$ cat src/hdl/rac_pkg.sv
// Shared types, widths and codes for the resource admission controller.
// No dependencies; imported by every module of the block.
`timescale 1ns / 1ps
`default_nettype none

package rac_pkg;

  localparam int SLOT_W        = 6;
  localparam int SLOT_SPACE    = 64;   // slots the request field can name
  localparam int DEFAULT_SLOTS = 64;
  localparam int VRAM_W        = 20;
  localparam int RAM_W         = 24;
  localparam int THR_W         = 10;
  localparam int CNT_W         = 7;
  localparam int TALLY_W       = 32;
  localparam int OP_W          = 2;
  localparam int STATUS_W      = 4;
  localparam int IN_DATA_W     = 64;
  localparam int OUT_DATA_W    = 184;
  localparam int PADDR_W       = 5;
  localparam int PDATA_W       = 32;
  localparam int REG_IDX_W     = 3;

  // request opcodes
  localparam logic [OP_W-1:0] OP_ACQUIRE = 2'd0;
  localparam logic [OP_W-1:0] OP_PREVIEW = 2'd1;
  localparam logic [OP_W-1:0] OP_RELEASE = 2'd2;

  // result status codes
  localparam logic [STATUS_W-1:0] ST_OK        = 4'd0;
  localparam logic [STATUS_W-1:0] ST_BAD       = 4'd1;
  localparam logic [STATUS_W-1:0] ST_UNCONF    = 4'd2;
  localparam logic [STATUS_W-1:0] ST_EXISTS    = 4'd3;
  localparam logic [STATUS_W-1:0] ST_EXCL_BUSY = 4'd4;
  localparam logic [STATUS_W-1:0] ST_DRAIN     = 4'd5;
  localparam logic [STATUS_W-1:0] ST_VRAM      = 4'd6;
  localparam logic [STATUS_W-1:0] ST_RAM       = 4'd7;
  localparam logic [STATUS_W-1:0] ST_CPU       = 4'd8;
  localparam logic [STATUS_W-1:0] ST_NOTFOUND  = 4'd9;

  // register indexes (byte address 4*index)
  localparam logic [REG_IDX_W-1:0] REG_VRAM_TOTAL   = 3'd0;
  localparam logic [REG_IDX_W-1:0] REG_VRAM_RESERVE = 3'd1;
  localparam logic [REG_IDX_W-1:0] REG_RAM_TOTAL    = 3'd2;
  localparam logic [REG_IDX_W-1:0] REG_RAM_RESERVE  = 3'd3;
  localparam logic [REG_IDX_W-1:0] REG_THREADS      = 3'd4;
  localparam logic [REG_IDX_W-1:0] REG_ENABLE       = 3'd5;

  typedef struct packed {
    logic             excl;
    logic [THR_W-1:0]  thr;
    logic [RAM_W-1:0]  ram;
    logic [VRAM_W-1:0] vram;
  } demand_t;

  typedef struct packed {
    logic [OP_W-1:0]   op;
    logic [SLOT_W-1:0] slot;
    logic [VRAM_W-1:0] vram;
    logic [RAM_W-1:0]  ram;
    logic [THR_W-1:0]  thr;
    logic              excl;
  } req_t;

  typedef struct packed {
    logic [STATUS_W-1:0] status;
    logic [VRAM_W-1:0]   proj_vram;
    logic [RAM_W-1:0]    proj_ram;
    logic [THR_W-1:0]    proj_thr;
    logic [VRAM_W-1:0]   head_vram;
    logic [RAM_W-1:0]    head_ram;
    logic [THR_W-1:0]    head_thr;
    logic                act_excl;
    logic [CNT_W-1:0]    active;
    logic                excl_held;
    logic [TALLY_W-1:0]  admits;
    logic [TALLY_W-1:0]  rejects;
  } resp_t;

  typedef struct packed {
    logic              budget_ok;
    logic [VRAM_W-1:0] vram_usable;
    logic [RAM_W-1:0]  ram_usable;
    logic [THR_W-1:0]  thr_usable;
  } cfg_t;

  typedef struct packed {
    logic              wr_en;   // store demand, mark slot active
    logic              clr;     // mark slot free
    logic [SLOT_W-1:0] slot;
    demand_t           demand;
  } slot_wr_t;

endpackage

`default_nettype wire

$ cat src/hdl/rac_slot_store.sv
// Per-slot demand memory (registered synchronous read) and active flags.
// Depends on rac_pkg.
`timescale 1ns / 1ps
`default_nettype none

module rac_slot_store #(
  parameter int SLOTS = rac_pkg::DEFAULT_SLOTS
) (
  input  wire logic                       clk_i,
  input  wire logic                       rst_ni,
  input  wire logic                       rd_en_i,
  input  wire logic [rac_pkg::SLOT_W-1:0] rd_slot_i,
  output rac_pkg::demand_t                rd_demand_o,
  output logic                            rd_active_o,
  input  rac_pkg::slot_wr_t               wr_i
);
  import rac_pkg::*;

  localparam int DEPTH = (SLOTS < SLOT_SPACE) ? SLOTS : SLOT_SPACE;
  localparam int AW    = $clog2(DEPTH);

  demand_t          mem [DEPTH];
  logic [DEPTH-1:0] active_q;
  logic [AW-1:0]    rd_idx, wr_idx;

  assign rd_idx = AW'(rd_slot_i);
  assign wr_idx = AW'(wr_i.slot);

  always_ff @(posedge clk_i) begin
    if (wr_i.wr_en) begin
      mem[wr_idx] <= wr_i.demand;
    end
    if (rd_en_i) begin
      rd_demand_o <= mem[rd_idx];
    end
  end

  always_ff @(posedge clk_i or negedge rst_ni) begin
    if (!rst_ni) begin
      active_q    <= '0;
      rd_active_o <= 1'b0;
    end else begin
      if (wr_i.wr_en) begin
        active_q[wr_idx] <= 1'b1;
      end else if (wr_i.clr) begin
        active_q[wr_idx] <= 1'b0;
      end
      if (rd_en_i) begin
        rd_active_o <= active_q[rd_idx];
      end
    end
  end

endmodule

`default_nettype wire

$ cat config.mk
export PLATFORM = sky130hd
export DESIGN_NAME = rac_slot_store
export DESIGN_NICKNAME = d
export VERILOG_FILES = /design/src/hdl/rac_pkg.sv /design/src/hdl/rac_slot_store.sv
export SDC_FILE = /design/constraint.sdc
export NUM_CORES = 2
export LEC_CHECK = 0
export BUFFER_PORTS_ARGS = -buffer_cell sky130_fd_sc_hd__buf_2
export CORE_MARGIN = 8
export CORE_UTILIZATION = 50
export CTS_BUF_LIST = sky130_fd_sc_hd__clkbuf_8
export DETAILED_ROUTE_END_ITERATION = 16
export GPL_ROUTABILITY_DRIVEN = 0
export GPL_TIMING_DRIVEN = 1
export HOLD_SLACK_MARGIN = 0.15
export PLACE_DENSITY_LB_ADDON = 0.12
export SYNTH_ARGS = -nofsm -noshare
export SYNTH_HDL_FRONTEND = slang
export SYNTH_SLANG_ARGS = --single-unit
$ cat constraint.sdc
create_clock -name clk_i -period 5.9 [get_ports clk_i]
set_input_delay 0.885 -clock clk_i [delete_from_list [all_inputs] [get_ports clk_i]]
set_output_delay 0.885 -clock clk_i [all_outputs]
set_load 0.03 [all_outputs]
==> impl_metrics.tcl <==
set metrics [dict create \
    outcome "finished clean" \
    clkLatencyLatePin_ns 1.15 \
    wl_per_cell_um 37.2 \
    synth_area_leaders "edfxtp_1 (78%), mux4_2 (18%), dfrtp_1 (1.2%), a22oi_1 (0.49%), o21ai_0 (0.48%)" \
    rr_endpoint "rd_demand_o[18]" \
    grt_max_degree 80 \
    hp-class "in2reg" \
    ys_seq_elements 3640 \
    rrSetupSlack_ns 3.66 \
    hold_violations 0 \
    finalMaxSlewViolations 0 \
    rows 193 \
    finalCritPeriodShare_pct 52.8 \
    htreeDepth 6 \
    period_needed_ns 3.11 \
    core_sq_um 276000 \
    synth_top_cell_by_area "edfxtp_1" \
    power_mw 51.1 \
    async_flop_share_pct 1.79 \
    dp_slack_ns 1.57 \
    drcViolationCount 0 \
    finalWorstSetupSlack_ns 2.79 \
    postCtsHoldBufs 1 \
    yosys.cell_count.top_type "edfxtp_1" \
    postCtsSetupBuffers 0 \
    syn2layout_area_growth_pct 13.1 \
    grt_pass1_wl_um 532000 \
    yosysWarnings 0 \
    rsz0062_at_grt "false" \
    grt_pass1_vias 67578 \
    netlist_instances 5512 \
    cts_sinks 3640 \
    setup_viol 0 \
    start_util_pct 50.1 \
    avgSynthCellArea_sq_um 25.0 \
    dp_hpwl_um 198000 \
    drtPass1Iterations 5 \
    dieHeight_um 541 \
    min_path_cells 4 \
    clock_skew_ns 0.0432 \
    cp-startpoint "rd_slot_i[0]" \
    placed_area_sq_um 145000 \
    synth_nets 5584 \
    fmax_mhz 321 \
    cts_resized 0 \
    synth.distinct_cells 30 \
    hold_ws_ns 0.326 \
    tns_ns 0 \
    first_iter_violations 7926 \
    maxSlewHeadroom_pct 9.32 \
    cts_root_buf "clkbuf_8" \
    grt-ovfl-total 0 \
    path_clk_slew_ns 0.06 \
    io_pins 128 \
    cp_max_fo 68 \
    finalInstanceArea_sq_um 156000 \
    critPathLaunchType "primary input" \
    required_ns 6.76 \
    clockBufferDepth 4 \
    synth_edf_count 3575 \
    min_from "wr_i[61]" \
    tightest_slew_ns 1.36 \
    synth_top_area_share_pct 77.8 \
    ant_nets 0 \
    seq_area_frac_synth_pct 79.0 \
    critPathKind "in2reg" \
    nNetsFinal 6239 \
    ir_drop_v 0.000246 \
    cp.arrival_ns 3.97 \
    cts_tree "built" \
    cap_violations 0 \
    p_per_area_nw_per_um2 328 \
    grt_use_total_pct 25.9 \
    numCtsBuffers 591 \
    antenna_found_initial 19 \
    end_kind "flop" \
    reg2reg_depth 4 \
    synth_common_cells "edfxtp_1 (3575), mux4_2 (1106), clkbuf_1 (156), o21ai_0 (131), buf_2 (121)" \
    dieArea_sq_um 293000 \
    vias_per_cell 6.39 \
    synth-main-ff-cell "edfxtp_1" \
    r2r-start "mem[24][18]" \
    p_leak_nw 49.2 \
    io_buffers 127 \
    synth_area_sq_um 138000 \
    num_vias 65952 \
    die_x_um 541 \
    routed_wl_um 384000 \
    drive_gt1_share_pct 34.0 \
]
[critical path, cell delays in order]
cell and delay, ns:
buf_12 0.46, buf_12 0.35, buf_12 0.30, mux4_2 0.55, mux4_2 0.51, a22oi_1 0.54
nand2_1 0.10
[power breakdown]
part,switching (mW),internal (mW)
clock network,9.96,9.72
logic,1.52,1.06
registers,0.137,28.7
total,11.6,39.5
[cells in the final DEF (no fill, tap or decap), types with 35 or more instances in the layout]
| cell | Yosys | routed |
|---|---|---|
| nand2_1 | 57 | 57 |
| clkinv_2 | 0 | 40 |
| mux4_2 | 1106 | 1106 |
| inv_1 | 2 | 197 |
| buf_12 | 0 | 105 |
| mux2i_1 | 35 | 35 |
| buf_2 | 121 | 122 |
| clkbuf_8 | 0 | 598 |
| dfrtp_1 | 65 | 65 |
| a22oi_1 | 90 | 90 |
| buf_4 | 14 | 136 |
| clkinv_1 | 0 | 139 |
| o21ai_0 | 131 | 131 |
| nor2_4 | 0 | 65 |
| edfxtp_1 | 3575 | 3575 |
[final cells by class]
class                      instances  area, sq um
antenna                           15         37.5
clock buffer                     598         8230
clock inverter                   432         2200
fill                           20104       120000
inverter                           2         7.51
multi-input combinational       1565        28100
sequential                      3640       109000
tap                             3705         4640
timing repair buffer             367         3790
[layer usage]
metal | up-vias | part of all wire (%) | GRT usage [%] | wire length [um]
li1 | 25485 | - | - | -
met1 | 36665 | 40 | 36.7 | 154000
met4 | 6 | 3.0 | 7.53 | 11400
met3 | 639 | 7.9 | 4.30 | 30300
met2 | 3157 | 49 | 42.3 | 188000
met5 | - | 0.011 | 0 | 41
[how the worst max path moves through the flow]
stage / endpoint / cells past startpoint
after detailed placement: rd_demand_o[18] / 7
after global placement: rd_demand_o[18] / 7
final: rd_demand_o[18] / 7
after CTS: rd_demand_o[40] / 1
after floorplan: mem[10][0] / 4
after global routing: rd_demand_o[18] / 7
[through the flow]
stage	utilization, %	cells
after floorplan	-	5512
after global placement	52.8	9278
after detailed placement	52.8	9278
after CTS	56.6	10309
after global routing	56.6	10311
final	56.6	10324
[cells by family after synthesis]
group	after synthesis	synth area share [%]
buffers and inverters	307	1.01
AOI/OAI and AO/OA	242	1.07
muxes	1146	18.4
and+or+nand+nor	177	0.557
DFF	3640	79.0
[registers in the layout (all words and copies together) (netlist names), named ones only]
name         flops
rd_demand_o     55
rd_active_o      1
mem           3520
Power figures use the tool's default switching activity.
