[src/hdl/rac_pkg.sv]
// Shared types, widths and codes for the resource admission controller.
// No dependencies; imported by every module of the block.
`timescale 1ns / 1ps
`default_nettype none

package rac_pkg;

  localparam int SLOT_W        = 6;
  localparam int SLOT_SPACE    = 64;   // slots the request field can name
  localparam int DEFAULT_SLOTS = 64;
  localparam int VRAM_W        = 20;
  localparam int RAM_W         = 24;
  localparam int THR_W         = 10;
  localparam int CNT_W         = 7;
  localparam int TALLY_W       = 32;
  localparam int OP_W          = 2;
  localparam int STATUS_W      = 4;
  localparam int IN_DATA_W     = 64;
  localparam int OUT_DATA_W    = 184;
  localparam int PADDR_W       = 5;
  localparam int PDATA_W       = 32;
  localparam int REG_IDX_W     = 3;

  // request opcodes
  localparam logic [OP_W-1:0] OP_ACQUIRE = 2'd0;
  localparam logic [OP_W-1:0] OP_PREVIEW = 2'd1;
  localparam logic [OP_W-1:0] OP_RELEASE = 2'd2;

  // result status codes
  localparam logic [STATUS_W-1:0] ST_OK        = 4'd0;
  localparam logic [STATUS_W-1:0] ST_BAD       = 4'd1;
  localparam logic [STATUS_W-1:0] ST_UNCONF    = 4'd2;
  localparam logic [STATUS_W-1:0] ST_EXISTS    = 4'd3;
  localparam logic [STATUS_W-1:0] ST_EXCL_BUSY = 4'd4;
  localparam logic [STATUS_W-1:0] ST_DRAIN     = 4'd5;
  localparam logic [STATUS_W-1:0] ST_VRAM      = 4'd6;
  localparam logic [STATUS_W-1:0] ST_RAM       = 4'd7;
  localparam logic [STATUS_W-1:0] ST_CPU       = 4'd8;
  localparam logic [STATUS_W-1:0] ST_NOTFOUND  = 4'd9;

  // register indexes (byte address 4*index)
  localparam logic [REG_IDX_W-1:0] REG_VRAM_TOTAL   = 3'd0;
  localparam logic [REG_IDX_W-1:0] REG_VRAM_RESERVE = 3'd1;
  localparam logic [REG_IDX_W-1:0] REG_RAM_TOTAL    = 3'd2;
  localparam logic [REG_IDX_W-1:0] REG_RAM_RESERVE  = 3'd3;
  localparam logic [REG_IDX_W-1:0] REG_THREADS      = 3'd4;
  localparam logic [REG_IDX_W-1:0] REG_ENABLE       = 3'd5;

  typedef struct packed {
    logic             excl;
    logic [THR_W-1:0]  thr;
    logic [RAM_W-1:0]  ram;
    logic [VRAM_W-1:0] vram;
  } demand_t;

  typedef struct packed {
    logic [OP_W-1:0]   op;
    logic [SLOT_W-1:0] slot;
    logic [VRAM_W-1:0] vram;
    logic [RAM_W-1:0]  ram;
    logic [THR_W-1:0]  thr;
    logic              excl;
  } req_t;

  typedef struct packed {
    logic [STATUS_W-1:0] status;
    logic [VRAM_W-1:0]   proj_vram;
    logic [RAM_W-1:0]    proj_ram;
    logic [THR_W-1:0]    proj_thr;
    logic [VRAM_W-1:0]   head_vram;
    logic [RAM_W-1:0]    head_ram;
    logic [THR_W-1:0]    head_thr;
    logic                act_excl;
    logic [CNT_W-1:0]    active;
    logic                excl_held;
    logic [TALLY_W-1:0]  admits;
    logic [TALLY_W-1:0]  rejects;
  } resp_t;

  typedef struct packed {
    logic              budget_ok;
    logic [VRAM_W-1:0] vram_usable;
    logic [RAM_W-1:0]  ram_usable;
    logic [THR_W-1:0]  thr_usable;
  } cfg_t;

  typedef struct packed {
    logic              wr_en;   // store demand, mark slot active
    logic              clr;     // mark slot free
    logic [SLOT_W-1:0] slot;
    demand_t           demand;
  } slot_wr_t;

endpackage

`default_nettype wire

[src/hdl/rac_engine.sv]
// Request sequencer: slot read, checks, usage update and slot write-back,
// with the result register. Depends on rac_pkg.
`timescale 1ns / 1ps
`default_nettype none

module rac_engine #(
  parameter int SLOTS = rac_pkg::DEFAULT_SLOTS
) (
  input  wire logic                       clk_i,
  input  wire logic                       rst_ni,
  input  wire logic                       req_valid_i,
  output logic                            req_ready_o,
  input  rac_pkg::req_t                   req_i,
  input  rac_pkg::cfg_t                   cfg_i,
  output logic                            rd_en_o,
  output logic      [rac_pkg::SLOT_W-1:0] rd_slot_o,
  input  rac_pkg::demand_t                rd_demand_i,
  input  wire logic                       rd_active_i,
  output rac_pkg::slot_wr_t               wr_o,
  output logic                            resp_valid_o,
  input  wire logic                       resp_ready_i,
  output rac_pkg::resp_t                  resp_o
);
  import rac_pkg::*;

  localparam logic S_IDLE = 1'b0;
  localparam logic S_EXEC = 1'b1;

  logic state_q;
  logic accept, exec;

  req_t              req_q;
  logic              in_range_q;
  logic [VRAM_W-1:0] head_vram_q;
  logic [RAM_W-1:0]  head_ram_q;
  logic [THR_W-1:0]  head_thr_q;

  logic [VRAM_W-1:0]  vram_use_q, vram_use_d;
  logic [RAM_W-1:0]   ram_use_q, ram_use_d;
  logic [THR_W-1:0]   thr_use_q, thr_use_d;
  logic [CNT_W-1:0]   gpu_users_q, gpu_users_d;
  logic [CNT_W-1:0]   active_q, active_d;
  logic               excl_q, excl_d;
  logic [TALLY_W-1:0] admits_q, admits_d, rejects_q, rejects_d;

  logic                resp_valid_q;
  resp_t               resp_q, resp_d;
  logic [STATUS_W-1:0] status;
  logic                needs_accel, commit, rel, reject;

  assign req_ready_o = (state_q == S_IDLE) && (!resp_valid_q || resp_ready_i);
  assign accept      = req_valid_i && req_ready_o;
  assign exec        = (state_q == S_EXEC);
  assign rd_en_o     = accept;
  assign rd_slot_o   = req_i.slot;

  // front stage: latch request and current headrooms while the slot is read
  always_ff @(posedge clk_i) begin
    if (accept) begin
      req_q       <= req_i;
      in_range_q  <= (32'(req_i.slot) < 32'(SLOTS));
      head_vram_q <= (cfg_i.budget_ok && cfg_i.vram_usable >= vram_use_q)
                     ? cfg_i.vram_usable - vram_use_q : '0;
      head_ram_q  <= (cfg_i.budget_ok && cfg_i.ram_usable >= ram_use_q)
                     ? cfg_i.ram_usable - ram_use_q : '0;
      head_thr_q  <= (cfg_i.budget_ok && cfg_i.thr_usable >= thr_use_q)
                     ? cfg_i.thr_usable - thr_use_q : '0;
    end
  end

  assign needs_accel = req_q.excl || (req_q.vram != '0);

  always_comb begin
    status              = ST_OK;
    commit              = 1'b0;
    rel                 = 1'b0;
    reject              = 1'b0;
    resp_d              = '0;
    resp_d.proj_vram    = vram_use_q;
    resp_d.proj_ram     = ram_use_q;
    resp_d.proj_thr     = thr_use_q;
    resp_d.head_vram    = head_vram_q;
    resp_d.head_ram     = head_ram_q;
    resp_d.head_thr     = head_thr_q;
    unique case (req_q.op) inside
      OP_ACQUIRE, OP_PREVIEW: begin
        if (req_q.thr == '0 || !in_range_q)            status = ST_BAD;
        else if (!cfg_i.budget_ok)                     status = ST_UNCONF;
        else if (rd_active_i)                          status = ST_EXISTS;
        else if (excl_q && needs_accel)                status = ST_EXCL_BUSY;
        else if (req_q.excl && gpu_users_q != '0)      status = ST_DRAIN;
        else if (req_q.vram > head_vram_q)             status = ST_VRAM;
        else if (req_q.ram > head_ram_q)               status = ST_RAM;
        else if (req_q.thr > head_thr_q)               status = ST_CPU;
        if (status == ST_OK) begin
          resp_d.proj_vram = vram_use_q + req_q.vram;
          resp_d.proj_ram  = ram_use_q + req_q.ram;
          resp_d.proj_thr  = thr_use_q + req_q.thr;
          resp_d.head_vram = head_vram_q - req_q.vram;
          resp_d.head_ram  = head_ram_q - req_q.ram;
          resp_d.head_thr  = head_thr_q - req_q.thr;
          resp_d.act_excl  = req_q.excl;
          commit           = (req_q.op == OP_ACQUIRE);
        end else begin
          reject = (req_q.op == OP_ACQUIRE) && (status != ST_BAD);
        end
      end
      OP_RELEASE: begin
        if (!in_range_q || !rd_active_i) begin
          status = ST_NOTFOUND;
        end else begin
          rel              = 1'b1;
          resp_d.proj_vram = vram_use_q - rd_demand_i.vram;
          resp_d.proj_ram  = ram_use_q - rd_demand_i.ram;
          resp_d.proj_thr  = thr_use_q - rd_demand_i.thr;
          resp_d.head_vram = (cfg_i.budget_ok && cfg_i.vram_usable >= resp_d.proj_vram)
                             ? cfg_i.vram_usable - resp_d.proj_vram : '0;
          resp_d.head_ram  = (cfg_i.budget_ok && cfg_i.ram_usable >= resp_d.proj_ram)
                             ? cfg_i.ram_usable - resp_d.proj_ram : '0;
          resp_d.head_thr  = (cfg_i.budget_ok && cfg_i.thr_usable >= resp_d.proj_thr)
                             ? cfg_i.thr_usable - resp_d.proj_thr : '0;
        end
      end
      default: status = ST_BAD;
    endcase

    // next shared counters
    vram_use_d  = (commit || rel) ? resp_d.proj_vram : vram_use_q;
    ram_use_d   = (commit || rel) ? resp_d.proj_ram : ram_use_q;
    thr_use_d   = (commit || rel) ? resp_d.proj_thr : thr_use_q;
    gpu_users_d = gpu_users_q;
    excl_d      = excl_q;
    active_d    = active_q;
    if (commit) begin
      if (needs_accel) gpu_users_d = gpu_users_q + CNT_W'(1);
      if (req_q.excl) excl_d = 1'b1;
      active_d = active_q + CNT_W'(1);
    end else if (rel) begin
      if ((rd_demand_i.excl || rd_demand_i.vram != '0) && gpu_users_q != '0) begin
        gpu_users_d = gpu_users_q - CNT_W'(1);
      end
      if (rd_demand_i.excl) excl_d = 1'b0;
      if (active_q != '0) active_d = active_q - CNT_W'(1);
    end
    admits_d  = commit ? admits_q + TALLY_W'(1) : admits_q;
    rejects_d = reject ? rejects_q + TALLY_W'(1) : rejects_q;

    resp_d.status    = status;
    resp_d.active    = active_d;
    resp_d.excl_held = excl_d;
    resp_d.admits    = admits_d;
    resp_d.rejects   = rejects_d;
  end

  // slot write-back lands before the next request can read
  assign wr_o.wr_en          = exec && commit;
  assign wr_o.clr            = exec && rel;
  assign wr_o.slot           = req_q.slot;
  assign wr_o.demand.excl    = req_q.excl;
  assign wr_o.demand.thr     = req_q.thr;
  assign wr_o.demand.ram     = req_q.ram;
  assign wr_o.demand.vram    = req_q.vram;

  always_ff @(posedge clk_i or negedge rst_ni) begin
    if (!rst_ni) begin
      state_q      <= S_IDLE;
      resp_valid_q <= 1'b0;
      vram_use_q   <= '0;
      ram_use_q    <= '0;
      thr_use_q    <= '0;
      gpu_users_q  <= '0;
      active_q     <= '0;
      excl_q       <= 1'b0;
      admits_q     <= '0;
      rejects_q    <= '0;
    end else begin
      unique case (state_q)
        S_IDLE: if (accept) state_q <= S_EXEC;
        S_EXEC: state_q <= S_IDLE;
        default: state_q <= S_IDLE;
      endcase
      if (exec) begin
        resp_valid_q <= 1'b1;
        vram_use_q   <= vram_use_d;
        ram_use_q    <= ram_use_d;
        thr_use_q    <= thr_use_d;
        gpu_users_q  <= gpu_users_d;
        active_q     <= active_d;
        excl_q       <= excl_d;
        admits_q     <= admits_d;
        rejects_q    <= rejects_d;
      end else if (resp_ready_i) begin
        resp_valid_q <= 1'b0;
      end
    end
  end

  always_ff @(posedge clk_i) begin
    if (exec) begin
      resp_q <= resp_d;
    end
  end

  assign resp_valid_o = resp_valid_q;
  assign resp_o       = resp_q;

endmodule

`default_nettype wire

[config.mk]
export PLATFORM = sky130hd
export DESIGN_NAME = rac_engine
export DESIGN_NICKNAME = d
export VERILOG_FILES = /design/src/hdl/rac_pkg.sv /design/src/hdl/rac_engine.sv
export SDC_FILE = /design/constraint.sdc
export NUM_CORES = 1
export LEC_CHECK = 0
export BUFFER_PORTS_ARGS = -buffer_cell sky130_fd_sc_hd__clkbuf_2
export CAP_MARGIN = 20
export CORE_MARGIN = 2
export CORE_UTILIZATION = 59
export DETAILED_ROUTE_END_ITERATION = 10
export PLACE_DENSITY = 0.82
export SETUP_SLACK_MARGIN = 0.05
export SLEW_MARGIN = 20
export SYNTH_ARGS = -nofsm -noshare
export SYNTH_HDL_FRONTEND = slang
export SYNTH_SLANG_ARGS = --single-unit
[constraint.sdc]
create_clock -name clk_i -period 8.7 [get_ports clk_i]
set_input_delay 0.435 -clock clk_i [delete_from_list [all_inputs] [get_ports clk_i]]
set_output_delay 0.435 -clock clk_i [all_outputs]
set_load 0.005 [all_outputs]
==> qor.csv <==
metric;value;unit
status;finished, final reports clean;
crit path kind;register to register;
worst reg-to-reg path cell count;24;
Pwr Density;289.4;nW/um^2
Placeable Area;52760;um^2
Synth Register Bits;437;
worst slew pin tran;0.9602;ns
HP Start;req_i[54];
final hold vios;0;
initial core utilization;59.85;%
asr flop ratio synth;30.89;%
Final Instance Area;36220;um^2
syn avg cell area;9.517;um^2
Buf/Inv on CP;3;
total congestion overflow;0;
# clock sinks;437;
post-cts resize count;0;
slowest CP cell;or4_1;
insertion delay to the later sink of the worst-skew pair;0.61;ns
first-pass GRT wire length;146300;um
GRT Util Overall;33.72;%
Worst Skew;0.01566;ns
vias in the first global route;26583;
Post-route DRC;0;
Hold Crit Endpoint;wr_o[19]$_DFFE_PP_;
largest area contributor in the netlist;edfxtp_1;
number of port buffers;434;
Crit path top cell by count;o21a_1;
leakage;16.11;nW
CP required;9.04;ns
share of cells above drive strength 1;16.33;%
DRT iter0 DRCs;2492;
Min-Delay Path Class;primary input to register;
CTS tree;yes;
worst reg2reg path endpoint;resp_o[111]$_DFFE_PP_;
most frequent cells in the layout;433 x clkbuf_2, 302 x edfxtp_1, 274 x ha_1, 258 x a21oi_1, 256 x nor2_1;
f_max;173.4;MHz
Worst Hold Depth;1;
Ports;435;
Routed WL per cell;21.31;um
fill cell count;4094;
CP Capture Type;register;
drt pass-1 iters;6;
Post-synth top flop;edfxtp_1;
Final HPWL DP;69630;um
post-synthesis cell count;3318;
Die Ht;235.3;um
Syn-to-layout area delta;14.70;%
headroom to the max-slew limit;35.99;%
max cap viols;0;
critical path, cell by cell;inv_1 > ha_1 > inv_1 > fa_1 > a211oi_1 > o21ai_0 > a21o_1 > or4_1 > a41oi_1 > nor4b_1 > nor2_1 > xnor2_1 > ha_1 > o21a_1 > a21o_1 > a221oi_1 > a21oi_1 > o21a_1 > nor2_1 > o21ai_1 > buf_4 > a222oi_1 > o21a_1 > a21oi_1;
total die area;55390;um^2
initial antenna violation count;4;
sequential area share after synthesis;39.42;%
RSZ-0062 raised after global routing;no;
final WL;94960;um
Root Buffer;clkbuf_16;
maximum VDD drop;0.1840;mV
most common cell after layout, fill and taps aside;clkbuf_2;
Area contributors post-synth;edfxtp_1 29%, ha_1 11%, dfrtp_1 11%;
mapped cell area;31580;um^2
Worst setup SP type;register;
WP data arrival;6.10;ns
CTS buffer count;49;
Worst R2R Start;vram_use_q[0]$_DFFE_PN0P_;
Clock Path Buffers;3;
vias per inst;6.138;
H-tree Lvls;2;
Post-synth EDFFs;302;
synth unique cells;88;
Setup violations, final;0;
Tcrit/Tclk final;66.30;%
total number of vias;27359;
Max Slew Vio Count;0;
setup slack, reg-to-reg;2.93;ns
YS warnings;0;
hold_ws;0.02334;ns
Die Wd;235.3;um
Setup Total Neg Slack;0;ns
largest net degree at the start of global routing;130;
top cell type's share of synthesized area;28.72;%
post-synth net total;3785;
crit-path max cell delay;0.44;ns
postcts setup bufs;0;
fin nets;4196;
top cell family by delay on the critical path;compound AO/OA/AOI/OAI gates;
Antenna Violating Nets Remaining;0;
placed inst area;33960;um^2
clk slew on worst S/H paths;0.06;ns
FP Rows;84;
GP Congestion;0.9877;
min cycle time layout;5.768;ns
crit-path max FO;16;
==> layout make-up <==
| class | count | area, um^2 | area share [%] |
|---|---|---|---|
| antenna | 3 | 7.507 | 0.02073 |
| clock buffer | 62 | 1315 | 3.631 |
| clock inverter | 26 | 331.6 | 0.9154 |
| inverter | 237 | 894.6 | 2.470 |
| multi-input combinational | 2482 | 17340 | 47.88 |
| sequential | 437 | 12450 | 34.38 |
| tap | 688 | 860.8 | 2.377 |
| timing repair buffer | 522 | 3017 | 8.329 |
==> cells by family after synthesis <==
group                    count (synthesis)  synth area share, %
AND/OR/NAND/NOR                        902                13.78
adder cells (fa/ha/maj)                289                11.81
flip-flops                             437                39.42
AO/OA/AOI/OAI                          906                18.24
multiplexers                            46                1.601
buffers and inverters                  399                5.749
XOR/XNOR                               339                9.402
==> sequential cells by signal (all words and copies together), names as in the netlist <==
register and count:
active_q 7, admits_q 32, excl_q 1, exec 1
gpu_users_q 7, head_ram_q 24, head_thr_q 10, head_vram_q 20
ram_use_q 24, rejects_q 32, req_q 2, resp_o 185
resp_valid_o 1, thr_use_q 10, vram_use_q 20, wr_o 61
==> cell usage after synthesis (71+ instances only) <==
library cell,n
edfxtp_1,302
nor2_1,257
inv_1,235
ha_1,274
nand2_1,245
xnor2_1,215
a21oi_1,259
a21o_1,99
xor2_1,124
dfrtp_1,135
o21ai_0,206
buf_4,71
nand3_1,73
==> routing by layer <==
metal	global-route usage (%)	part of all wire (%)	routed length, um
met3	5.570	8.4	7935
met4	15.36	4.8	4546
met1	44.31	41	38620
met5	0	0.013	12
met2	54.99	46	43850
==> stage by stage <==
| step | setup WS (ns) | power (mW) | cells | util [%] |
|---|---|---|---|---|
| CTS | 2.951 | 10.38 | 4454 | 68.64 |
| global route | 2.439 | 11.19 | 4456 | 68.64 |
| finish | 2.932 | 10.48 | 4457 | 68.65 |
| global placement | 2.979 | 8.079 | 4305 | 64.36 |
| floorplan | 1.797 | 6.900 | 3318 | - |
| detailed placement | 2.912 | 8.170 | 4305 | 64.36 |
==> worst max path at each step <==
stage	start	endpoint	slack, ns	cells after the start
3_3_place_gp	rd_demand_i[0]	resp_o[111]$_DFFE_PP_	2.98	24
4_1_cts	vram_use_q[0]$_DFFE_PN0P_	resp_o[111]$_DFFE_PP_	2.95	24
3_5_place_dp	rd_demand_i[0]	resp_o[111]$_DFFE_PP_	2.91	24
2_1_floorplan	exec$_DFF_PN0_	head_ram_q[0]$_SDFFCE_PN0P_	1.80	3
5_1_grt	vram_use_q[0]$_DFFE_PN0P_	resp_o[111]$_DFFE_PP_	2.44	24
6_report	vram_use_q[0]$_DFFE_PN0P_	resp_o[111]$_DFFE_PP_	2.93	24
==> where the power goes <==
group / internal, mW / total, mW / switching (mW) / leakage (nW)
logic: 2.26 / 5.39 / 3.13 / 10.7
registers: 2.62 / 2.94 / 0.319 / 4.64
clock network: 1.26 / 2.16 / 0.903 / 0.793
total: 6.13 / 10.5 / 4.35 / 16.1
==> what timing repair did <==
action                                 CTS  global route
hold buffers                            61             0
setup endpoints to repair                0             0
endpoints found under the hold margin  139             0
Note: power is estimated with default switching activity, not from simulation.
