$ cat config.mk
export PLATFORM = sky130hd
export DESIGN_NAME = rac_cfg_regs
export DESIGN_NICKNAME = d
export VERILOG_FILES = /design/src/hdl/rac_pkg.sv /design/src/hdl/rac_cfg_regs.sv
export SDC_FILE = /design/constraint.sdc
export NUM_CORES = 1
export LEC_CHECK = 0
export CORE_MARGIN = 2
export CORE_UTILIZATION = 66
export DETAILED_ROUTE_END_ITERATION = 10
export DONT_BUFFER_PORTS = 1
export HOLD_SLACK_MARGIN = 0.03
export MAX_ROUTING_LAYER = met4
export PLACE_DENSITY_LB_ADDON = 0.08
export SYNTH_ARGS = -nofsm -noshare
export SYNTH_HDL_FRONTEND = slang
export SYNTH_SLANG_ARGS = --single-unit
$ cat constraint.sdc
create_clock -name clk_i -period 7.85 [get_ports clk_i]
set_input_delay 1.57 -clock clk_i [delete_from_list [all_inputs] [get_ports clk_i]]
set_output_delay 1.57 -clock clk_i [all_outputs]
set_load 0.02 [all_outputs]
$ cat src/hdl/rac_pkg.sv
// Shared types, widths and codes for the resource admission controller.
// No dependencies; imported by every module of the block.
`timescale 1ns / 1ps
`default_nettype none

package rac_pkg;

  localparam int SLOT_W        = 6;
  localparam int SLOT_SPACE    = 64;   // slots the request field can name
  localparam int DEFAULT_SLOTS = 64;
  localparam int VRAM_W        = 20;
  localparam int RAM_W         = 24;
  localparam int THR_W         = 10;
  localparam int CNT_W         = 7;
  localparam int TALLY_W       = 32;
  localparam int OP_W          = 2;
  localparam int STATUS_W      = 4;
  localparam int IN_DATA_W     = 64;
  localparam int OUT_DATA_W    = 184;
  localparam int PADDR_W       = 5;
  localparam int PDATA_W       = 32;
  localparam int REG_IDX_W     = 3;

  // request opcodes
  localparam logic [OP_W-1:0] OP_ACQUIRE = 2'd0;
  localparam logic [OP_W-1:0] OP_PREVIEW = 2'd1;
  localparam logic [OP_W-1:0] OP_RELEASE = 2'd2;

  // result status codes
  localparam logic [STATUS_W-1:0] ST_OK        = 4'd0;
  localparam logic [STATUS_W-1:0] ST_BAD       = 4'd1;
  localparam logic [STATUS_W-1:0] ST_UNCONF    = 4'd2;
  localparam logic [STATUS_W-1:0] ST_EXISTS    = 4'd3;
  localparam logic [STATUS_W-1:0] ST_EXCL_BUSY = 4'd4;
  localparam logic [STATUS_W-1:0] ST_DRAIN     = 4'd5;
  localparam logic [STATUS_W-1:0] ST_VRAM      = 4'd6;
  localparam logic [STATUS_W-1:0] ST_RAM       = 4'd7;
  localparam logic [STATUS_W-1:0] ST_CPU       = 4'd8;
  localparam logic [STATUS_W-1:0] ST_NOTFOUND  = 4'd9;

  // register indexes (byte address 4*index)
  localparam logic [REG_IDX_W-1:0] REG_VRAM_TOTAL   = 3'd0;
  localparam logic [REG_IDX_W-1:0] REG_VRAM_RESERVE = 3'd1;
  localparam logic [REG_IDX_W-1:0] REG_RAM_TOTAL    = 3'd2;
  localparam logic [REG_IDX_W-1:0] REG_RAM_RESERVE  = 3'd3;
  localparam logic [REG_IDX_W-1:0] REG_THREADS      = 3'd4;
  localparam logic [REG_IDX_W-1:0] REG_ENABLE       = 3'd5;

  typedef struct packed {
    logic             excl;
    logic [THR_W-1:0]  thr;
    logic [RAM_W-1:0]  ram;
    logic [VRAM_W-1:0] vram;
  } demand_t;

  typedef struct packed {
    logic [OP_W-1:0]   op;
    logic [SLOT_W-1:0] slot;
    logic [VRAM_W-1:0] vram;
    logic [RAM_W-1:0]  ram;
    logic [THR_W-1:0]  thr;
    logic              excl;
  } req_t;

  typedef struct packed {
    logic [STATUS_W-1:0] status;
    logic [VRAM_W-1:0]   proj_vram;
    logic [RAM_W-1:0]    proj_ram;
    logic [THR_W-1:0]    proj_thr;
    logic [VRAM_W-1:0]   head_vram;
    logic [RAM_W-1:0]    head_ram;
    logic [THR_W-1:0]    head_thr;
    logic                act_excl;
    logic [CNT_W-1:0]    active;
    logic                excl_held;
    logic [TALLY_W-1:0]  admits;
    logic [TALLY_W-1:0]  rejects;
  } resp_t;

  typedef struct packed {
    logic              budget_ok;
    logic [VRAM_W-1:0] vram_usable;
    logic [RAM_W-1:0]  ram_usable;
    logic [THR_W-1:0]  thr_usable;
  } cfg_t;

  typedef struct packed {
    logic              wr_en;   // store demand, mark slot active
    logic              clr;     // mark slot free
    logic [SLOT_W-1:0] slot;
    demand_t           demand;
  } slot_wr_t;

endpackage

`default_nettype wire

$ cat src/hdl/rac_cfg_regs.sv
// APB register file for the budget settings; derives usable budgets.
// Depends on rac_pkg.
`timescale 1ns / 1ps
`default_nettype none

module rac_cfg_regs (
  input  wire logic                        clk_i,
  input  wire logic                        rst_ni,
  input  wire logic                        psel,
  input  wire logic                        penable,
  input  wire logic                        pwrite,
  input  wire logic [rac_pkg::PADDR_W-1:0] paddr,
  input  wire logic [rac_pkg::PDATA_W-1:0] pwdata,
  output logic      [rac_pkg::PDATA_W-1:0] prdata,
  output logic                             pready,
  output rac_pkg::cfg_t                    cfg_o
);
  import rac_pkg::*;

  logic [VRAM_W-1:0]    vram_total_q, vram_resv_q;
  logic [RAM_W-1:0]     ram_total_q, ram_resv_q;
  logic [THR_W-1:0]     threads_q;
  logic                 enable_q;
  logic [REG_IDX_W-1:0] idx;
  logic                 wr;

  assign pready = 1'b1;
  assign idx    = paddr[PADDR_W-1:2];
  assign wr     = psel & penable & pwrite & pready;

  always_ff @(posedge clk_i or negedge rst_ni) begin
    if (!rst_ni) begin
      vram_total_q <= '0;
      vram_resv_q  <= '0;
      ram_total_q  <= '0;
      ram_resv_q   <= '0;
      threads_q    <= '0;
      enable_q     <= 1'b0;
    end else if (wr) begin
      unique case (idx)
        REG_VRAM_TOTAL:   vram_total_q <= pwdata[VRAM_W-1:0];
        REG_VRAM_RESERVE: vram_resv_q  <= pwdata[VRAM_W-1:0];
        REG_RAM_TOTAL:    ram_total_q  <= pwdata[RAM_W-1:0];
        REG_RAM_RESERVE:  ram_resv_q   <= pwdata[RAM_W-1:0];
        REG_THREADS:      threads_q    <= pwdata[THR_W-1:0];
        REG_ENABLE:       enable_q     <= pwdata[0];
        default: ;
      endcase
    end
  end

  always_comb begin
    unique case (idx)
      REG_VRAM_TOTAL:   prdata = PDATA_W'(vram_total_q);
      REG_VRAM_RESERVE: prdata = PDATA_W'(vram_resv_q);
      REG_RAM_TOTAL:    prdata = PDATA_W'(ram_total_q);
      REG_RAM_RESERVE:  prdata = PDATA_W'(ram_resv_q);
      REG_THREADS:      prdata = PDATA_W'(threads_q);
      REG_ENABLE:       prdata = PDATA_W'(enable_q);
      default:          prdata = '0;
    endcase
  end

  // enable set, reserve must stay below total, every budget non-zero
  assign cfg_o.budget_ok   = enable_q && (vram_total_q != '0) && (ram_total_q != '0)
                             && (threads_q != '0) && (vram_resv_q < vram_total_q)
                             && (ram_resv_q < ram_total_q);
  assign cfg_o.vram_usable = vram_total_q - vram_resv_q;
  assign cfg_o.ram_usable  = ram_total_q - ram_resv_q;
  assign cfg_o.thr_usable  = threads_q;

endmodule

`default_nettype wire

==> flow_summary.json, run 1 <==
{
  "rr_worst_depth": 1,
  "synth_area_sq_um": 6940,
  "r2r_slack_ns": 6.93,
  "gp_congestion": 0.987,
  "r2r_start": "threads_q[7]$_DFFE_PN0P_",
  "yosysTopAreaCell": "dfrtp_1",
  "clock-root-buffer": "clkbuf_8",
  "start_util_pct": 67.5,
  "status": "finished, final reports clean",
  "drc": 0,
  "required_ns": 6.28,
  "cts_num_sinks": 99,
  "grt_max_degree": 100,
  "avgSynthCellArea_sq_um": 9.80,
  "critPathArrivalTime_ns": 3.25,
  "synth_common_cells": "dfrtp_1 (99), mux2_2 (79), inv_1 (53), nand2_1 (53), ha_1 (44)",
  "hold_viol": 0,
  "synth_edf_count": 0,
  "cap_viol_max_count": 0,
  "cp-end-kind": "output pin",
  "io_pins": 130,
  "multi_input_area_sq_um": 4100,
  "setup_viol": 0,
  "p_per_area_nw_per_um2": 325,
  "cts_buffer_depth": 2,
  "drt-initial-drc-count": 576,
  "dieArea_sq_um": 11300,
  "yosysWarnings": 0,
  "swShare_pct": 47.7,
  "place_ws_ns": 3.52,
  "worst_slack_ns": 3.03,
  "htree_levels": 3,
  "seqCellArea_sq_um": 2480,
  "core_area_sq_um": 10300,
  "setup_tns_ns": 0,
  "async_reset_ff_share_pct": 100,
  "maxSlewViolCount": 0,
  "n_antenna_cell": 0,
  "p_sw_mw": 1.11,
  "tightestPinTransition_ns": 0.796,
  "ys.flop_type": "dfrtp_1",
  "p_int_mw": 1.22,
  "nets": 779,
  "start_kind": "flip-flop",
  "rr_endpoint": "threads_q[7]$_DFFE_PN0P_",
  "holdPathStages": 1,
  "vias": 5456,
  "drive_above_1_share_pct": 17.1,
  "grt_pass1_wl_um": 29400,
  "path_max_fanout": 4,
  "synthTopCellsByArea": "dfrtp_1 (36%), mux2_2 (13%), ha_1 (7.9%)",
  "synth-seq-area-share_pct": 35.7,
  "cts_resized": 0,
  "power_frac_comb_pct": 53.4,
  "synth_cell_types": 56,
  "die_w_um": 107,
  "vias_per_cell": 6.57,
  "routed_wl_um": 18200,
  "rows": 37,
  "max-slew-margin-rel_pct": 46.7,
  "peakVddDrop_v": 0.000210,
  "port_buffers": 0,
  "clock.fmax_mhz": 208,
  "fillCellCount": 826,
  "p_leak_nw": 3.28,
  "synth_top_area_share_pct": 35.7,
  "cts_tree": "built",
  "detailedPlacementHpwl_um": 13800,
  "grt_overflow_total": 0,
  "fin_worst_skew_ns": 0,
  "syn_inst": 708,
  "holdCritStartpoint": "ram_resv_q[20]$_DFFE_PN0P_",
  "fp.dieH_um": 107,
  "cts_hold_buf": 0,
  "insertion_delay_ns": 0.36,
  "cts_made_buffers": 9,
  "syn_to_final_growth_pct": 3.48,
  "ant_nets": 0,
  "wire_per_inst_um": 21.9,
  "timing.final.crit_share_pct": 61.4,
  "dr.pass1.iters": 5,
  "critical_path_class": "flip-flop to output pin",
  "rsz0062_at_grt": "false",
  "p_clk_share_pct": 14.5,
  "antenna_found_initial": 0,
  "ys_ff_latch": 99,
  "yosysMostFrequentCell": "dfrtp_1",
  "holdCritPathClass": "flip-flop to flip-flop",
  "clkTransAtPathRegs_ns": 0.09,
  "period_minus_slack_ns": 4.82,
  "hold-path-endpoint": "ram_resv_q[20]$_DFFE_PN0P_",
  "cts_setup_buffers": 0,
  "grt_pass1_vias": 5349,
  "grtUsageTotal_pct": 34.5,
  "p_seq_share_pct": 32.1
}
==> placed cells by master (no fill, tap or decap), types with 2 or more instances in the layout <==
| cell type | instances |
|---|---|
| xor2_1 | 12 |
| o41ai_1 | 2 |
| or4_1 | 2 |
| a21o_1 | 15 |
| and4_1 | 4 |
| ha_1 | 44 |
| mux2i_1 | 14 |
| nand2_1 | 53 |
| o31ai_1 | 3 |
| nor3_2 | 3 |
| nor3_1 | 5 |
| and3_1 | 4 |
| fa_1 | 2 |
| nand3_1 | 13 |
| dfrtp_1 | 99 |
| o21bai_1 | 3 |
| inv_1 | 53 |
| o2111ai_1 | 3 |
| nor4_1 | 13 |
| o22ai_1 | 9 |
| o21a_1 | 7 |
| a31oi_1 | 9 |
| buf_4 | 4 |
| nand4_1 | 11 |
| a211oi_1 | 3 |
| and2_1 | 5 |
| o21ai_0 | 39 |
| clkbuf_8 | 11 |
| xnor2_1 | 27 |
| a21oi_1 | 38 |
| mux4_2 | 11 |
| conb_1 | 9 |
| nor2b_1 | 20 |
| mux2_2 | 79 |
| a22oi_1 | 9 |
| o211ai_1 | 2 |
| nor2_1 | 28 |
| nand2b_1 | 6 |
==> worst max path at each step <==
stage | to | startpoint | slack, ns
6_report | cfg_o[54] | ram_total_q[0]$_DFFE_PN0P_ | 3.03
3_3_place_gp | cfg_o[54] | ram_total_q[0]$_DFFE_PN0P_ | 3.53
5_1_grt | cfg_o[53] | vram_resv_q[1]$_DFFE_PN0P_ | 2.91
3_5_place_dp | cfg_o[54] | ram_total_q[0]$_DFFE_PN0P_ | 3.52
2_1_floorplan | prdata[8] | paddr[3] | 3.32
4_1_cts | cfg_o[54] | ram_total_q[0]$_DFFE_PN0P_ | 3.09
==> layout make-up <==
type	instances	area share (%)
Clock buffer	12	2.16
Clock inverter	3	0.645
Inverter	53	2.77
Multi-Input combinational cell	524	57.1
Sequential cell	99	34.5
Tap cell	136	2.37
Timing Repair Buffer	4	0.418
==> logic make-up (layout without fill, tap and decap cells) <==
group | count (synthesis) | in the layout | synth area share (%)
buffers and inverters | 92 | 72 | 5.75
adders and majority gates | 46 | 46 | 8.51
DFF | 99 | 99 | 35.7
and+or+nand+nor | 175 | 175 | 13.1
xor gates and xnor gates | 39 | 39 | 4.92
AOI/OAI and AO/OA | 151 | 151 | 13.5
other | 2 | 9 | 0.108
muxes | 104 | 104 | 18.4
==> sequential cells by signal (all words and copies together), names as in the netlist <==
name	count
ram_resv_q	24
ram_total_q	24
vram_resv_q	20
vram_total_q	20
threads_q	10
enable_q	1
==> power by group through the flow <==
stage	Sequential, mW	Clock (mW)	Combinational, mW
5_1_grt	0.762	0.363	1.35
4_1_cts	0.745	0.342	1.24
3_5_place_dp	0.753	0	1.23
2_1_floorplan	0.701	0	1.07
6_report	0.748	0.338	1.25
3_3_place_gp	0.747	0	1.21
==> per-stage QoR <==
stage	cell area, sq um	power, mW	hold WS [ns]	utilization [%]	instances
after global placement	6980	1.96	0.506	67.9	816
after CTS	7180	2.32	0.545	69.9	831
after global routing	7180	2.47	0.567	69.9	831
after floorplan	6970	1.77	0.496	-	715
after detailed placement	6980	1.98	0.524	67.9	816
final	7180	2.33	0.546	69.9	831
==> per-layer routing <==
| layer | up-vias | track usage, % | routed length, um |
|---|---|---|---|
| met5 | - | - | 0 |
| met4 | 0 | 8.53 | 224 |
| met3 | 23 | 6.25 | 1330 |
| met2 | 208 | 50.9 | 8490 |
| met1 | 2733 | 50.2 | 8140 |
| li1 | 2492 | - | - |
==> worst max-delay path: stages, from the launching register on <==
cell	delay (ns)
dfrtp_1	0.36
inv_1	0.08
ha_1	0.23
fa_1	0.40
nand2b_1	0.18
a2111oi_0	0.40
nand3b_2	0.25
a221o_2	0.22
nor2b_4	0.19
o21ai_1	0.11
a211oi_2	0.46
Power figures use the tool's default switching activity.
==> run 2, diff against run 1 <==
- CORE_UTILIZATION: 66 -> 59
- clock period: 7.85 -> 4.1 ns (I/O delays scaled with it)
==> run 2 against run 1 <==
Critical path type unchanged. Non-clock buffer count rose by 1. Clock skew did not move. Highest routed layer unchanged. Sequential cell count did not move. Routed wire length rose by 1.4%. Global-route usage fell by 3.6 points. Combinational power rose by 90%. Critical endpoint unchanged.
==> flow_summary.json, run 2 (synthesis results as in run 1) <==
{
  "status": "finished, final reports clean",
  "routed_wl_um": 18400,
  "cap_viol_max_count": 0,
  "drc": 0,
  "p_per_area_nw_per_um2": 640,
  "cts_buffer_depth": 2,
  "cts_made_buffers": 9,
  "cts_resized": 0,
  "start_util_pct": 60.5,
  "setup_viol": 0,
  "insertion_delay_ns": 0.34,
  "path_buf_inv": 1,
  "maxSlewViolCount": 0,
  "ant_nets": 0,
  "dieArea_sq_um": 12600,
  "path_max_fanout": 4,
  "port_buffers": 0,
  "final_cell_mix": "dfrtp_1 (99), mux2_2 (79), inv_1 (53), nand2_1 (53), ha_1 (44)",
  "cts_hold_buf": 0,
  "clock.fmax_mhz": 257,
  "vias_per_cell": 6.45,
  "gp_congestion": 0.929,
  "dr.pass1.iters": 5,
  "core_area_sq_um": 11500,
  "required_ns": 3.28,
  "syn_to_final_growth_pct": 5.05,
  "grt_pass1_vias": 5294,
  "cp_cell_sequence": "inv_1 > ha_1 > fa_1 > nand2b_1 > a2111oi_0 > nand3b_2 > a221o_2 > nor2b_4 > o21ai_1 > a211oi_2",
  "critPathArrivalTime_ns": 3.07,
  "crit_path_top_delay_cell": "a211oi_2",
  "critical_path_class": "flip-flop to output pin",
  "clock-root-buffer": "clkbuf_16",
  "period_minus_slack_ns": 3.89,
  "timing.final.crit_share_pct": 94.9,
  "io_pins": 130,
  "grt_overflow_total": 0,
  "worst_path_largest_cell_delay_ns": 0.44,
  "tightestPinTransition_ns": 0.844,
  "grtUsageTotal_pct": 30.9,
  "n_antenna_cell": 0,
  "rsz0062_at_grt": "false",
  "start_kind": "flip-flop",
  "die_w_um": 112,
  "cpLargestDelayFamily": "compound AO/OA/AOI/OAI gates",
  "clkTransAtPathRegs_ns": 0.06,
  "place_ws_ns": 0.579,
  "fin_worst_skew_ns": 0,
  "worst_slack_ns": 0.208,
  "wire_per_inst_um": 22.0,
  "detailedPlacementHpwl_um": 14200,
  "fillCellCount": 949,
  "drt-initial-drc-count": 525,
  "cp-end-kind": "output pin",
  "hold_viol": 0,
  "fp.dieH_um": 112,
  "mostFrequentLayoutCell": "dfrtp_1",
  "cts_setup_buffers": 0,
  "drive_above_1_share_pct": 17.2,
  "max-slew-margin-rel_pct": 43.4,
  "holdCritPathClass": "primary input to async pin",
  "cts_num_sinks": 99,
  "rows": 39,
  "nets": 780,
  "cts_tree": "built",
  "grt_max_degree": 100,
  "grt_pass1_wl_um": 29700,
  "peakVddDrop_v": 0.000395,
  "vias": 5409,
  "htree_levels": 3,
  "reg.largest.list": "ram_resv_q (24), ram_total_q (24)",
  "antenna_found_initial": 0,
  "p_leak_nw": 3.33,
  "setup_tns_ns": 0
}
-- run 2: per-stage QoR --
step	area (sq um)	hold slack (ns)	power (mW)	instances	utilization, %
floorplan	6970	0.496	3.38	715	-
global placement	7000	0.509	3.77	824	61.0
detailed placement	7000	0.526	3.81	824	61.0
CTS	7290	0.156	4.67	839	63.6
global route	7290	0.155	4.97	839	63.6
finish	7290	0.171	4.67	839	63.6
-- run 2: power by group --
group / internal [mW] / switching, mW
Combinational: 0.855 / 1.53
Sequential: 1.18 / 0.262
Clock: 0.487 / 0.361
Total: 2.52 / 2.15
-- run 2: cell type report --
cell class	count	area (sq um)	area share, %
Timing Repair Buffer	5	37.5	0.515
Inverter	53	199	2.73
Tap cell	143	179	2.45
Clock buffer	11	243	3.33
Sequential cell	99	2480	34.0
Multi-Input combinational cell	524	4100	56.3
Clock inverter	4	51.3	0.704
-- run 2: path summary, 6_finish.rpt --
path                                                 start                      endpoint  slack (ns)  depth (start not counted)
worst min register to register   ram_resv_q[9]$_DFFE_PN0P_     ram_resv_q[9]$_DFFE_PN0P_        0.54                          1
worst max-delay path            ram_total_q[0]$_DFFE_PN0P_                     cfg_o[54]        0.21                         10
max in group asynchronous                           rst_ni     ram_resv_q[1]$_DFFE_PN0P_        3.73                          0
min in group clk_i               ram_resv_q[9]$_DFFE_PN0P_     ram_resv_q[9]$_DFFE_PN0P_        0.54                          1
worst max register to register    threads_q[9]$_DFFE_PN0P_      threads_q[9]$_DFFE_PN0P_        3.18                          1
worst min-delay path                                rst_ni  vram_total_q[17]$_DFFE_PN0P_        0.17                          0
-- run 2: routing by layer --
layer	track usage, %	up-vias	wire (um)
met2	43.9	220	8260
met1	45.6	2663	8590
met4	7.80	0	307
met3	6.37	23	1270
met5	-	-	0
li1	-	2503	-
==> run 3, diff against run 2 <==
- CORE_UTILIZATION: 59 -> 45
==> run 3 against run 2 <==
Hold slack worse by 0.016 ns. Non-clock buffer count is 1 higher. Critical endpoint is now cfg_o[32]. Core utilization is 15 points lower. Routed wire length is 8.7% higher. Via count is 1.5% lower. Critical path type unchanged.
==> flow_summary.json, run 3 (synthesis results as in run 1) <==
{
  "status": "finished, final reports clean",
  "drive_above_1_share_pct": 17.6,
  "clkTransAtPathRegs_ns": 0.07,
  "setup_viol": 0,
  "dp.cells": 870,
  "cts_tree": "built",
  "tightestPinTransition_ns": 0.891,
  "gp_congestion": 0.865,
  "insertion_delay_ns": 0.34,
  "wire_per_inst_um": 22.6,
  "clock-root-buffer": "clkbuf_16",
  "cp-end-kind": "output pin",
  "maxSlewViolCount": 0,
  "antenna_found_initial": 0,
  "vias_per_cell": 6.01,
  "start_util_pct": 45.8,
  "syn_to_final_growth_pct": 6.33,
  "p_leak_nw": 3.34,
  "grt_pass1_vias": 5400,
  "dr.pass1.iters": 4,
  "grtUsageTotal_pct": 25.8,
  "fin_worst_skew_ns": 0,
  "die_w_um": 128,
  "drt-initial-drc-count": 283,
  "r2r_slack_ns": 3.18,
  "port_buffers": 0,
  "timing.final.crit_share_pct": 95.2,
  "cts_buffer_depth": 2,
  "final-instance-count-excl-fill": 886,
  "cts_made_buffers": 9,
  "start_kind": "flip-flop",
  "max-slew-margin-rel_pct": 39.8,
  "grt_overflow_total": 0,
  "hold_viol": 0,
  "clock.fmax_mhz": 256,
  "htree_levels": 3,
  "n_antenna_cell": 0,
  "setup_tns_ns": 0,
  "final_util_pct": 48.7,
  "routed_wl_um": 20000,
  "io_pins": 130,
  "reg.largest.list": "ram_resv_q (24), ram_total_q (24)",
  "ant_nets": 0,
  "grt_pass1_wl_um": 31400,
  "fp.dieH_um": 128,
  "critical_path_class": "flip-flop to output pin",
  "cts_num_sinks": 99,
  "busiest_layer": "met1",
  "peakVddDrop_v": 0.000341,
  "period_minus_slack_ns": 3.90,
  "holdCritPathClass": "primary input to async pin",
  "met2_usage_pct": 37.1,
  "grtUsageMet1_pct": 37.7,
  "detailedPlacementHpwl_um": 15600,
  "nets": 781,
  "required_ns": 3.28,
  "cap_viol_max_count": 0,
  "path_max_fanout": 4,
  "dieArea_sq_um": 16400,
  "grt_util_met3_pct": 3.96,
  "drc": 0,
  "p_per_area_nw_per_um2": 645,
  "core_area_sq_um": 15100,
  "mostFrequentLayoutCell": "dfrtp_1",
  "vias": 5328,
  "rows": 45,
  "critPathArrivalTime_ns": 3.08,
  "grt_max_degree": 100,
  "fillCellCount": 1437,
  "rsz0062_at_grt": "false",
  "final_cell_mix": "dfrtp_1 (99), mux2_2 (79), inv_1 (53), nand2_1 (53), ha_1 (44)"
}
## run 3: changes by cell type in the layout (fill, tap and decap cells not counted), sizes merged
cell / change
buf: +1
clkbuf: -1
inv: +2
## run 3: final timing paths
check                                          endpoint                  startpoint  cells after the start
setup reg to reg               threads_q[0]$_DFFE_PN0P_    threads_q[0]$_DFFE_PN0P_                      1
max in group asynchronous    ram_total_q[3]$_DFFE_PN0P_                      rst_ni                      0
hold / removal             vram_total_q[12]$_DFFE_PN0P_                      rst_ni                      0
setup / recovery                              cfg_o[32]  ram_total_q[0]$_DFFE_PN0P_                     10
min in group clk_i           ram_resv_q[16]$_DFFE_PN0P_  ram_resv_q[16]$_DFFE_PN0P_                      1
hold reg to reg              ram_resv_q[16]$_DFFE_PN0P_  ram_resv_q[16]$_DFFE_PN0P_                      1
## run 3: per-stage QoR
| stage | power, mW | area (sq um) | hold slack (ns) | worst slack [ns] |
|---|---|---|---|---|
| finish | 4.76 | 7380 | 0.155 | 0.197 |
| global route | 5.05 | 7380 | 0.145 | 0.0113 |
| CTS | 4.76 | 7370 | 0.149 | 0.153 |
| detailed placement | 3.86 | 7060 | 0.521 | 0.542 |
| global placement | 3.84 | 7060 | 0.510 | 0.525 |
| floorplan | 3.38 | 6970 | 0.496 | 0.839 |
## run 3: final cells by class
class                   count  area [sq um]  share of cell area, %
well taps                 188           235                   3.19
multi-input cells         524          4110                   55.7
clock buffers              10           239                   3.24
flip-flops and latches     99          2480                   33.6
clock inverters             6          71.3                  0.967
repair buffers              6          45.0                  0.610
inverters                  53           199                   2.70
## run 3: timing repair
action,in CTS,in global routing
hold buffers,0,0
endpoints found under the setup margin,0,3
gates resized for setup,0,2
setup buffers,0,0
## run 3: critical path, cell delays in order, from the launching register on
cell and delay (ns):
dfrtp_1 0.36, inv_1 0.07, ha_1 0.23, fa_1 0.40, nand2b_1 0.18, a2111oi_1 0.33
nand3b_2 0.23, a221o_2 0.22, nor2b_4 0.20, a21oi_1 0.10, xnor2_1 0.41
## run 3: routing by layer
metal	vias to the layer above	routed length (um)
met1	2657	9990
met2	144	8860
met5	-	0
met4	0	365
li1	2500	-
met3	27	813
## run 3: report_power, final
| group | internal, mW | switching (mW) | total (mW) |
|---|---|---|---|
| Clock | 0.497 | 0.391 | 0.887 |
| Combinational | 0.859 | 1.57 | 2.43 |
| Sequential | 1.18 | 0.266 | 1.44 |
| Total | 2.53 | 2.23 | 4.76 |
